[src/rtl/dsv_pkg.sv]
// ----------------------------------------------------------------------------
// dsv_pkg
// Shared types and constants of the date string validator.
// ----------------------------------------------------------------------------
package dsv_pkg;

  localparam int VAL_W = 17;

  localparam logic [7:0] CHAR_NUL   = 8'h00;
  localparam logic [7:0] CHAR_DASH  = 8'h2D;
  localparam logic [7:0] CHAR_SLASH = 8'h2F;
  localparam logic [7:0] CHAR_ZERO  = 8'h30;
  localparam logic [7:0] CHAR_NINE  = 8'h39;

  localparam logic [VAL_W-1:0] YEAR_SAT = 17'd99999;
  localparam logic [VAL_W-1:0] YEAR_MIN = 17'd1900;
  localparam logic [13:0]      YEAR_RST = 14'd2019;

  // q = (y * RECIP_100) >> RECIP_SHIFT equals y / 100 for y below 16384
  localparam logic [12:0] RECIP_100   = 13'd5243;
  localparam int          RECIP_SHIFT = 19;

  localparam logic [2:0] SEP_POS_1 = 3'd1;
  localparam logic [2:0] SEP_POS_2 = 3'd2;
  localparam logic [2:0] SEP_POS_3 = 3'd3;
  localparam logic [2:0] SEP_POS_4 = 3'd4;
  localparam logic [2:0] SEP_POS_5 = 3'd5;

  typedef enum logic [2:0] {
    ERR_OK     = 3'd0,
    ERR_LAYOUT = 3'd1,
    ERR_YEAR   = 3'd2,
    ERR_FEB    = 3'd3,
    ERR_DAY    = 3'd4,
    ERR_MONTH  = 3'd5
  } err_t;

  typedef enum logic [1:0] {
    ST_IDLE,
    ST_PARSE,
    ST_LEAP,
    ST_DONE
  } state_t;

  typedef struct packed {
    logic       ok;
    logic [2:0] s1;
    logic [2:0] s2;
  } layout_t;

endpackage

[src/rtl/dsv_digit_unit.sv]
// ----------------------------------------------------------------------------
// dsv_digit_unit
// Shared decimal accumulate step: acc * 10 + digit, saturating.
// ----------------------------------------------------------------------------
module dsv_digit_unit import dsv_pkg::*; (
  input  logic [VAL_W-1:0] acc,
  input  logic [7:0]       ch,
  output logic             is_digit,
  output logic [VAL_W-1:0] sum
);

  logic [VAL_W+3:0] wide;
  logic [7:0]       digit;

  always_comb begin
    is_digit = (ch >= CHAR_ZERO) && (ch <= CHAR_NINE);
    digit    = ch - CHAR_ZERO;
    wide     = {1'b0, acc, 3'b000} + {3'b000, acc, 1'b0} + {{(VAL_W-4){1'b0}}, digit};
    if (wide > {4'b0000, YEAR_SAT}) begin
      sum = YEAR_SAT;
    end else begin
      sum = wide[VAL_W-1:0];
    end
  end

endmodule

[src/rtl/dsv_char_buf.sv]
// ----------------------------------------------------------------------------
// dsv_char_buf
// Character store with fill count, overflow flag and separator decode.
// ----------------------------------------------------------------------------
module dsv_char_buf import dsv_pkg::*; #(
  parameter int MAX_CHARS = 10
) (
  input  logic                         clk,
  input  logic                         rst,
  input  logic                         wr_en,
  input  logic [7:0]                   wr_char,
  input  logic                         clear,
  input  logic [$clog2(MAX_CHARS)-1:0] rd_pos,
  output logic [7:0]                   rd_char,
  output logic                         too_long,
  output layout_t                      lay
);

  localparam int IW = $clog2(MAX_CHARS);
  localparam int CW = $clog2(MAX_CHARS + 1);

  logic [7:0]    store [MAX_CHARS];
  logic [CW-1:0] count;
  logic          nul_seen;
  logic [5:1]    sep;

  // once a nul arrives everything after it reads as nul
  always_ff @(posedge clk) begin
    if (wr_en && !clear && (count < CW'(MAX_CHARS))) begin
      store[count[IW-1:0]] <= nul_seen ? CHAR_NUL : wr_char;
    end
  end

  always_ff @(posedge clk) begin
    if (rst || clear) begin
      count    <= '0;
      too_long <= 1'b0;
      nul_seen <= 1'b0;
    end else if (wr_en) begin
      if (count < CW'(MAX_CHARS)) begin
        count <= count + CW'(1);
      end else begin
        too_long <= 1'b1;
      end
      if (wr_char == CHAR_NUL) begin
        nul_seen <= 1'b1;
      end
    end
  end

  always_comb begin
    rd_char = (CW'(rd_pos) < count) ? store[rd_pos] : CHAR_NUL;
    for (int i = 1; i <= 5; i++) begin
      sep[i] = (CW'(i) < count) &&
               ((store[i] == CHAR_DASH) || (store[i] == CHAR_SLASH));
    end
    lay.ok = !too_long;
    lay.s1 = SEP_POS_1;
    lay.s2 = SEP_POS_3;
    if (sep[1] && sep[3]) begin
      lay.s1 = SEP_POS_1;
      lay.s2 = SEP_POS_3;
    end else if (sep[1] && sep[4]) begin
      lay.s1 = SEP_POS_1;
      lay.s2 = SEP_POS_4;
    end else if (sep[2] && sep[4]) begin
      lay.s1 = SEP_POS_2;
      lay.s2 = SEP_POS_4;
    end else if (sep[2] && sep[5]) begin
      lay.s1 = SEP_POS_2;
      lay.s2 = SEP_POS_5;
    end else begin
      lay.ok = 1'b0;
    end
  end

endmodule

[src/rtl/date_string_validator.sv]
// ----------------------------------------------------------------------------
// date_string_validator
// Checks a day-month-year date string delivered one character per request.
// ----------------------------------------------------------------------------
// Input channel (in_valid/in_ready): one character per request, last_char
// marks the final one. Characters of a string are taken one per cycle.
// After the final character the block drops in_ready and a small sequencer
// walks the stored characters through one shared multiply-by-ten digit unit,
// one position per cycle, then applies the divide-by-100 reciprocal for
// the leap rule and then makes the final checks.
// The result goes out on out_valid/out_ready; a layout error skips the
// digit walk and the leap step. current_year is written over the APB port
// at address 0. Write it only while idle; the block itself does not check.
// The result sits in an output register: while the receiver stalls, the
// block still takes the characters of the next string, and only its own
// final check waits until the held result is taken.
// Reset (synchronous, active high) empties the character store, drops any
// pending result and sets current_year to 2019.
// ----------------------------------------------------------------------------
module date_string_validator import dsv_pkg::*; #(
  parameter int MAX_CHARS = 10
) (
  input  logic        clk,
  input  logic        rst,
  input  logic        psel,
  input  logic        penable,
  input  logic        pwrite,
  input  logic [2:0]  paddr,
  input  logic [31:0] pwdata,
  output logic [31:0] prdata,
  output logic        pready,
  input  logic        in_valid,
  output logic        in_ready,
  input  logic [7:0]  char_code,
  input  logic        last_char,
  output logic        out_valid,
  input  logic        out_ready,
  output logic        date_ok,
  output logic [2:0]  error_code,
  output logic [6:0]  day_value,
  output logic [6:0]  month_value,
  output logic [16:0] year_value
);

  localparam int IW = $clog2(MAX_CHARS);

  state_t           state, state_next;
  logic [13:0]      current_year;
  logic [IW-1:0]    pos;
  logic [VAL_W-1:0] acc, day, mon, year;
  logic             stop;
  logic [7:0]       quot;
  logic             in_acc, clear, load_out;
  logic [7:0]       rd_char;
  logic             too_long;
  layout_t          lay;
  logic             is_digit;
  logic [VAL_W-1:0] dsum;
  logic [26:0]      recip_prod;
  logic [13:0]      year14, quot100;
  logic             leap;
  err_t             err;

  // apb register
  assign pready = 1'b1;
  assign prdata = (paddr[2] == 1'b0) ? {18'd0, current_year} : 32'd0;

  always_ff @(posedge clk) begin
    if (rst) begin
      current_year <= YEAR_RST;
    end else if (psel && penable && pwrite && (paddr[2] == 1'b0)) begin
      current_year <= pwdata[13:0];
    end
  end

  dsv_char_buf #(
    .MAX_CHARS(MAX_CHARS)
  ) u_buf (
    .clk      (clk),
    .rst      (rst),
    .wr_en    (in_acc),
    .wr_char  (char_code),
    .clear    (clear),
    .rd_pos   (pos),
    .rd_char  (rd_char),
    .too_long (too_long),
    .lay      (lay)
  );

  dsv_digit_unit u_digit (
    .acc      (acc),
    .ch       (rd_char),
    .is_digit (is_digit),
    .sum      (dsum)
  );

  assign in_acc = in_valid && in_ready;

  always_ff @(posedge clk) begin
    if (rst) begin
      state <= ST_IDLE;
    end else begin
      state <= state_next;
    end
  end

  always_comb begin
    state_next = state;
    in_ready   = 1'b0;
    clear      = 1'b0;
    load_out   = 1'b0;
    case (state)
      ST_IDLE: begin
        in_ready = 1'b1;
        if (in_valid && last_char) begin
          state_next = ST_PARSE;
        end
      end
      ST_PARSE: begin
        if (!lay.ok) begin
          state_next = ST_DONE;
        end else if (pos == IW'(MAX_CHARS - 1)) begin
          state_next = ST_LEAP;
        end
      end
      ST_LEAP: begin
        state_next = ST_DONE;
      end
      ST_DONE: begin
        if (!out_valid || out_ready) begin
          load_out   = 1'b1;
          clear      = 1'b1;
          state_next = ST_IDLE;
        end
      end
      default: begin
        state_next = ST_IDLE;
      end
    endcase
  end

  // digit walk over the stored string
  always_ff @(posedge clk) begin
    if (state == ST_IDLE) begin
      pos  <= '0;
      acc  <= '0;
      stop <= 1'b0;
    end else if (state == ST_PARSE && lay.ok) begin
      pos <= pos + IW'(1);
      if (pos == IW'(lay.s1)) begin
        day  <= acc;
        acc  <= '0;
        stop <= 1'b0;
      end else if (pos == IW'(lay.s2)) begin
        mon  <= acc;
        acc  <= '0;
        stop <= 1'b0;
      end else if (!stop && is_digit) begin
        acc <= dsum;
        if (pos == IW'(MAX_CHARS - 1)) begin
          year <= dsum;
        end
      end else begin
        stop <= 1'b1;
        if (pos == IW'(MAX_CHARS - 1)) begin
          year <= acc;
        end
      end
    end
  end

  // leap rule: quotient by 100 through a reciprocal
  assign year14     = year[13:0];
  assign recip_prod = year14 * RECIP_100;

  always_ff @(posedge clk) begin
    if (state == ST_LEAP) begin
      quot <= recip_prod[RECIP_SHIFT+7:RECIP_SHIFT];
    end
  end

  always_comb begin
    quot100 = {quot, 6'd0} + {1'b0, quot, 5'd0} + {4'd0, quot, 2'b00};
    leap    = (year14[1:0] == 2'b00) && ((year14 != quot100) || (quot[1:0] == 2'b00));
    err     = ERR_OK;
    if (!lay.ok) begin
      err = ERR_LAYOUT;
    end else if ((year < YEAR_MIN) || (year > {3'd0, current_year})) begin
      err = ERR_YEAR;
    end else if (mon == 17'd2) begin
      if (!(((day >= 17'd1) && (day <= 17'd28)) || ((day == 17'd29) && leap))) begin
        err = ERR_FEB;
      end
    end else if ((mon == 17'd4) || (mon == 17'd6) || (mon == 17'd9) || (mon == 17'd11)) begin
      if ((day < 17'd1) || (day > 17'd30)) begin
        err = ERR_DAY;
      end
    end else if ((mon >= 17'd1) && (mon <= 17'd12)) begin
      if ((day < 17'd1) || (day > 17'd31)) begin
        err = ERR_DAY;
      end
    end else begin
      err = ERR_MONTH;
    end
  end

  // result register
  always_ff @(posedge clk) begin
    if (rst) begin
      out_valid <= 1'b0;
    end else if (load_out) begin
      out_valid <= 1'b1;
    end else if (out_ready) begin
      out_valid <= 1'b0;
    end
  end

  always_ff @(posedge clk) begin
    if (load_out) begin
      date_ok     <= (err == ERR_OK);
      error_code  <= err;
      day_value   <= lay.ok ? day[6:0] : 7'd0;
      month_value <= lay.ok ? mon[6:0] : 7'd0;
      year_value  <= lay.ok ? year : 17'd0;
    end
  end

endmodule

[config.mk]
export PLATFORM = sky130hd
export DESIGN_NAME = date_string_validator
export DESIGN_NICKNAME = d
export VERILOG_FILES = /design/src/rtl/dsv_pkg.sv /design/src/rtl/dsv_digit_unit.sv /design/src/rtl/dsv_char_buf.sv /design/src/rtl/date_string_validator.sv
export SDC_FILE = /design/constraint.sdc
export NUM_CORES = 1
export LEC_CHECK = 0
export BUFFER_PORTS_ARGS = -buffer_cell sky130_fd_sc_hd__buf_2
export CORE_ASPECT_RATIO = 1.75
export CORE_UTILIZATION = 64
export CTS_CLUSTER_DIAMETER = 150
export DETAILED_ROUTE_END_ITERATION = 10
export GPL_TIMING_DRIVEN = 0
export PLACE_DENSITY = 0.84
export SLEW_MARGIN = 10
export SYNTH_ARGS = -nofsm -noshare
export SYNTH_HDL_FRONTEND = slang
export SYNTH_SLANG_ARGS = --single-unit
[constraint.sdc]
create_clock -name clk -period 9.21 [get_ports clk]
set_clock_uncertainty 0.05 [all_clocks]
set_input_delay 2.3025 -clock clk [delete_from_list [all_inputs] [get_ports clk]]
set_output_delay 2.3025 -clock clk [all_outputs]
set_load 0.03 [all_outputs]
==> parameters.txt <==
Parameter                              Value

Logic synthesis
  Predominant post-synthesis flop cell    sky130_fd_sc_hd__edfxtp_1
  Synth Area per Inst    12.5 sq um
  Number of distinct standard cells referenced by the synthesized netlist    70
  Top cell type's share of synthesized area    0.404
  FF+latch count, synth    271
  Mapped Cells    1322
  Leading area contributor after synthesis    sky130_fd_sc_hd__edfxtp_1
  Sequential share of the synthesized area    0.463
  Yosys synthesis warning count    0
  Synth Cell Area    16500 sq um
  EDFF count, synth    222
  Async set-or-reset flop fraction in the synthesized netlist    0
  Top cells by area in the synthesized netlist    sky130_fd_sc_hd__edfxtp_1 40%, sky130_fd_sc_hd__ha_1 13%, sky130_fd_sc_hd__fa_1 9.0%

CTS
  Number of sinks handled by clock tree synthesis    271
  Clock tree root driver cell    sky130_fd_sc_hd__clkbuf_16
  CTS Buf Count    25
  Worst-path clk slew    0.07 ns
  PostCTS Resize Cnt    0
  Maximum buffer depth of the clock tree    3
  Clock latency on the worst-skew pair    0.54 ns
  CTS tree    yes
  H-Tree Level Count    1
  Cts hold-fix bufs    0
  Setup repair bufs after CTS    0

Critical path
  Buf/Inv on CP    5
  Crit path capture type    flop
  CP required    9.55 ns
  Most frequent cell on the critical path    sky130_fd_sc_hd__a21oi_1
  Data arrival time of the worst path    7.86 ns
  Cells traversed along the worst timing path    buf_2 > buf_2 > clkbuf_1 > mux4_2 > mux4_2 > and2_1 > ha_1 > xnor2_1 > fa_1 > inv_1 > ha_1 > nand2_1 > a2111oi_0 > nor2_1 > a21oi_1 > nor4b_1 > a21oi_1 > nand3_1 > a21oi_1 > clkbuf_1 > a31o_2
  Largest delay contributor family on the critical path    compound AO/OA/AOI/OAI gates
  Startpoint Class    flop
  Crit path max fanout    10
  Crit Path Category    reg2reg
  Slowest stage cell, crit path    sky130_fd_sc_hd__clkbuf_1
  Maximum single-stage delay on the critical path    0.59 ns

Die
  Starting density of the core    0.652
  Chip Width    123 um
  Placement Rows    77
  Placeable core region    25300 sq um
  Vertical die dimension    214 um
  Total die area    26500 sq um
  I/O pin count    121

Worst hold path
  Worst hold path type    reg2reg
  Start point of the worst min-delay path    current_year[11]

STA
  Worst relative slew slack    0.282
  RSZ-0062 raised after global routing    false
  Time the final worst path needs with I/O delays and setup    7.52 ns
  Hold violation total from the final report    0
  Fraction of the cycle the final worst path needs    0.817
  Transition at the pin with the smallest max-transition slack    1.07 ns
  Final sum of negative setup slack    0 ns
  Final setup violation count    0
  Post-route worst hold slack    0.409 ns
  Highest achievable clock rate    0.133 GHz
  Pins Over Slew Limit    0

Power
  Fraction of power consumed by the clock network    0.356
  Power spent charging and discharging nets    0.850 mW
  Portion of total power attributed to combinational logic    0.187
  Cell leakage power    7.66 nW
  Switching share of power    0.272
  Total power after layout    3.13 mW
  Internal Dissipation    2.28 mW
  Power density over cell area    170 nW/um^2
  Sequential power share    0.457
  VDD IR-drop max    0.000198 V

Outcome
  Result of the run    completed

Drt
  Wire length after detailed routing    36200 um
  Initial detailed-routing violation count    533
  DRC violations left    0
  Final routed wire length divided by cell count    19.9 um
  Number of detailed-routing iterations run before antenna repair    6
  Via count of the routed design    10900
  Post-detailed-route count of antenna-violating nets    0
  Via-to-Cell Ratio    5.97

Finish
  Layout cells sized above 1    0.143
  NumNets Final    1782
  Final std cells w/o fill    1818
  Signed area change from the synthesized netlist to the final layout    11.6%
  Fin area    18400 sq um
  Diode count    0

Placed design
  Post-detailed-placement cell area    17500 sq um
  Dpl hpwl    27900 um
  Instance count after placement with tap cells included    1772
  I/O Buffers    80
  Final weighted congestion in routability-driven placement    0.901

Global route
  Largest net degree at the start of global routing    36
  Global-route total usage across every layer    0.290
  Antenna violations before repair    0
  Vias in the first global route    11600
  Wire length of the first global-routing pass    58100 um
  Congestion Overflow GR    0

Run
  # Max-Cap Violations    0
cell families (layout without fill, tap and decap cells):
kind of cell	count (synthesis)	count (layout)	share of synthesized area
xor+xnor	43	43	0.0228
simple gates	306	306	0.101
buf+inv	216	347	0.0560
flops	271	271	0.463
fa+ha+maj	248	248	0.222
other cells	2	51	0.000455
compound gates	190	190	0.0790
mux	46	46	0.0561
through the flow:
| stage | setup slack [ns] | util |
|---|---|---|
| after floorplan | 3.25 | - |
| after global placement | 1.95 | 0.690 |
| after detailed placement | 1.84 | 0.693 |
| after CTS | 1.77 | 0.727 |
| after global routing | 1.24 | 0.727 |
| final | 1.69 | 0.727 |
worst paths after layout:
| kind | to | slack, ns | cells after the start |
|---|---|---|---|
| max | year[12] | 1.69 | 21 |
| max reg2reg | year[12] | 1.69 | 21 |
| min | current_year[11] | 0.41 | 2 |
| min reg2reg | current_year[11] | 0.41 | 2 |
per-layer routing:
metal / up-vias / routed length, um / GRT usage / share of wire
met1: 5305 / 12500 / 0.301 / 0.34
met5: - / 0 / 0 / 0
met3: 135 / 1680 / 0.0340 / 0.046
met4: 0 / 1980 / 0.157 / 0.055
met2: 404 / 20100 / 0.548 / 0.55
li1: 5013 / - / - / -
cell type report:
class	instances	area (sq um)
Buffer	53	313
Clock buffer	31	658
Clock inverter	15	224
Fill cell	1668	6910
Inverter	163	612
Multi-Input combinational cell	884	8140
Sequential cell	271	7650
Tap cell	316	395
Timing Repair Buffer	85	438
Yosys cell counts (all sizes together) (9+ instances only):
| master | count |
|---|---|
| nor2b | 23 |
| nand4 | 14 |
| nor4 | 20 |
| dfxtp | 49 |
| and2 | 57 |
| nand3 | 11 |
| xnor2 | 35 |
| nor3 | 17 |
| fa | 74 |
| a21o | 22 |
| o21ai | 30 |
| buf | 31 |
| mux4 | 37 |
| ha | 174 |
| a21oi | 46 |
| nor2 | 59 |
| a211oi | 9 |
| inv | 163 |
| edfxtp | 222 |
| o21a | 11 |
| nand2 | 62 |
| nand2b | 11 |
| clkbuf | 22 |
power groups by stage:
stage	combinational [mW]	clock (mW)	sequential, mW
after floorplan	0.415	0	1.46
after global placement	0.542	0	1.45
after detailed placement	0.569	0	1.45
after CTS	0.576	1.12	1.43
after global routing	0.634	1.16	1.43
final	0.584	1.11	1.43
worst min-delay path, cell delays in order (launching register included):
cell and delay, ns:
sky130_fd_sc_hd__dfxtp_1 0.31, sky130_fd_sc_hd__nand2_1 0.05, sky130_fd_sc_hd__a21oi_1 0.05
state kept, by name, indices dropped and copies added, names as in the netlist, named ones only:
signal	cells
mon	17
u_buf.too_long	1
u_buf.store	128
u_buf.count	4
quot	8
stop	1
u_buf.nul_seen	1
state	2
day	17
error_code	3
current_year	14
month_value	7
pos	4
out_valid	1
year	17
year_value	17
date_ok	1
day_value	7
acc	17
cell usage in the layout (no fill, tap or decap), drive strengths merged, types with 7 or more instances in the layout:
cell type and count:
ha 174, edfxtp 222, o21a 11, clkbuf 53, o211ai 8, a21oi 46
mux4 37, a31o 7, conb 51, buf 116, nor2b 23, xnor2 35
nor3 17, nor2 59, xor2 8, fa 74, nand2 62, a211o 8
a211oi 9, nor4 20, a21o 22, nand3 11, nand4 14, nand2b 11
and2 57, inv 166, o21ai 30, o2bb2ai 8, dfxtp 49
Power figures use the tool's default switching activity.
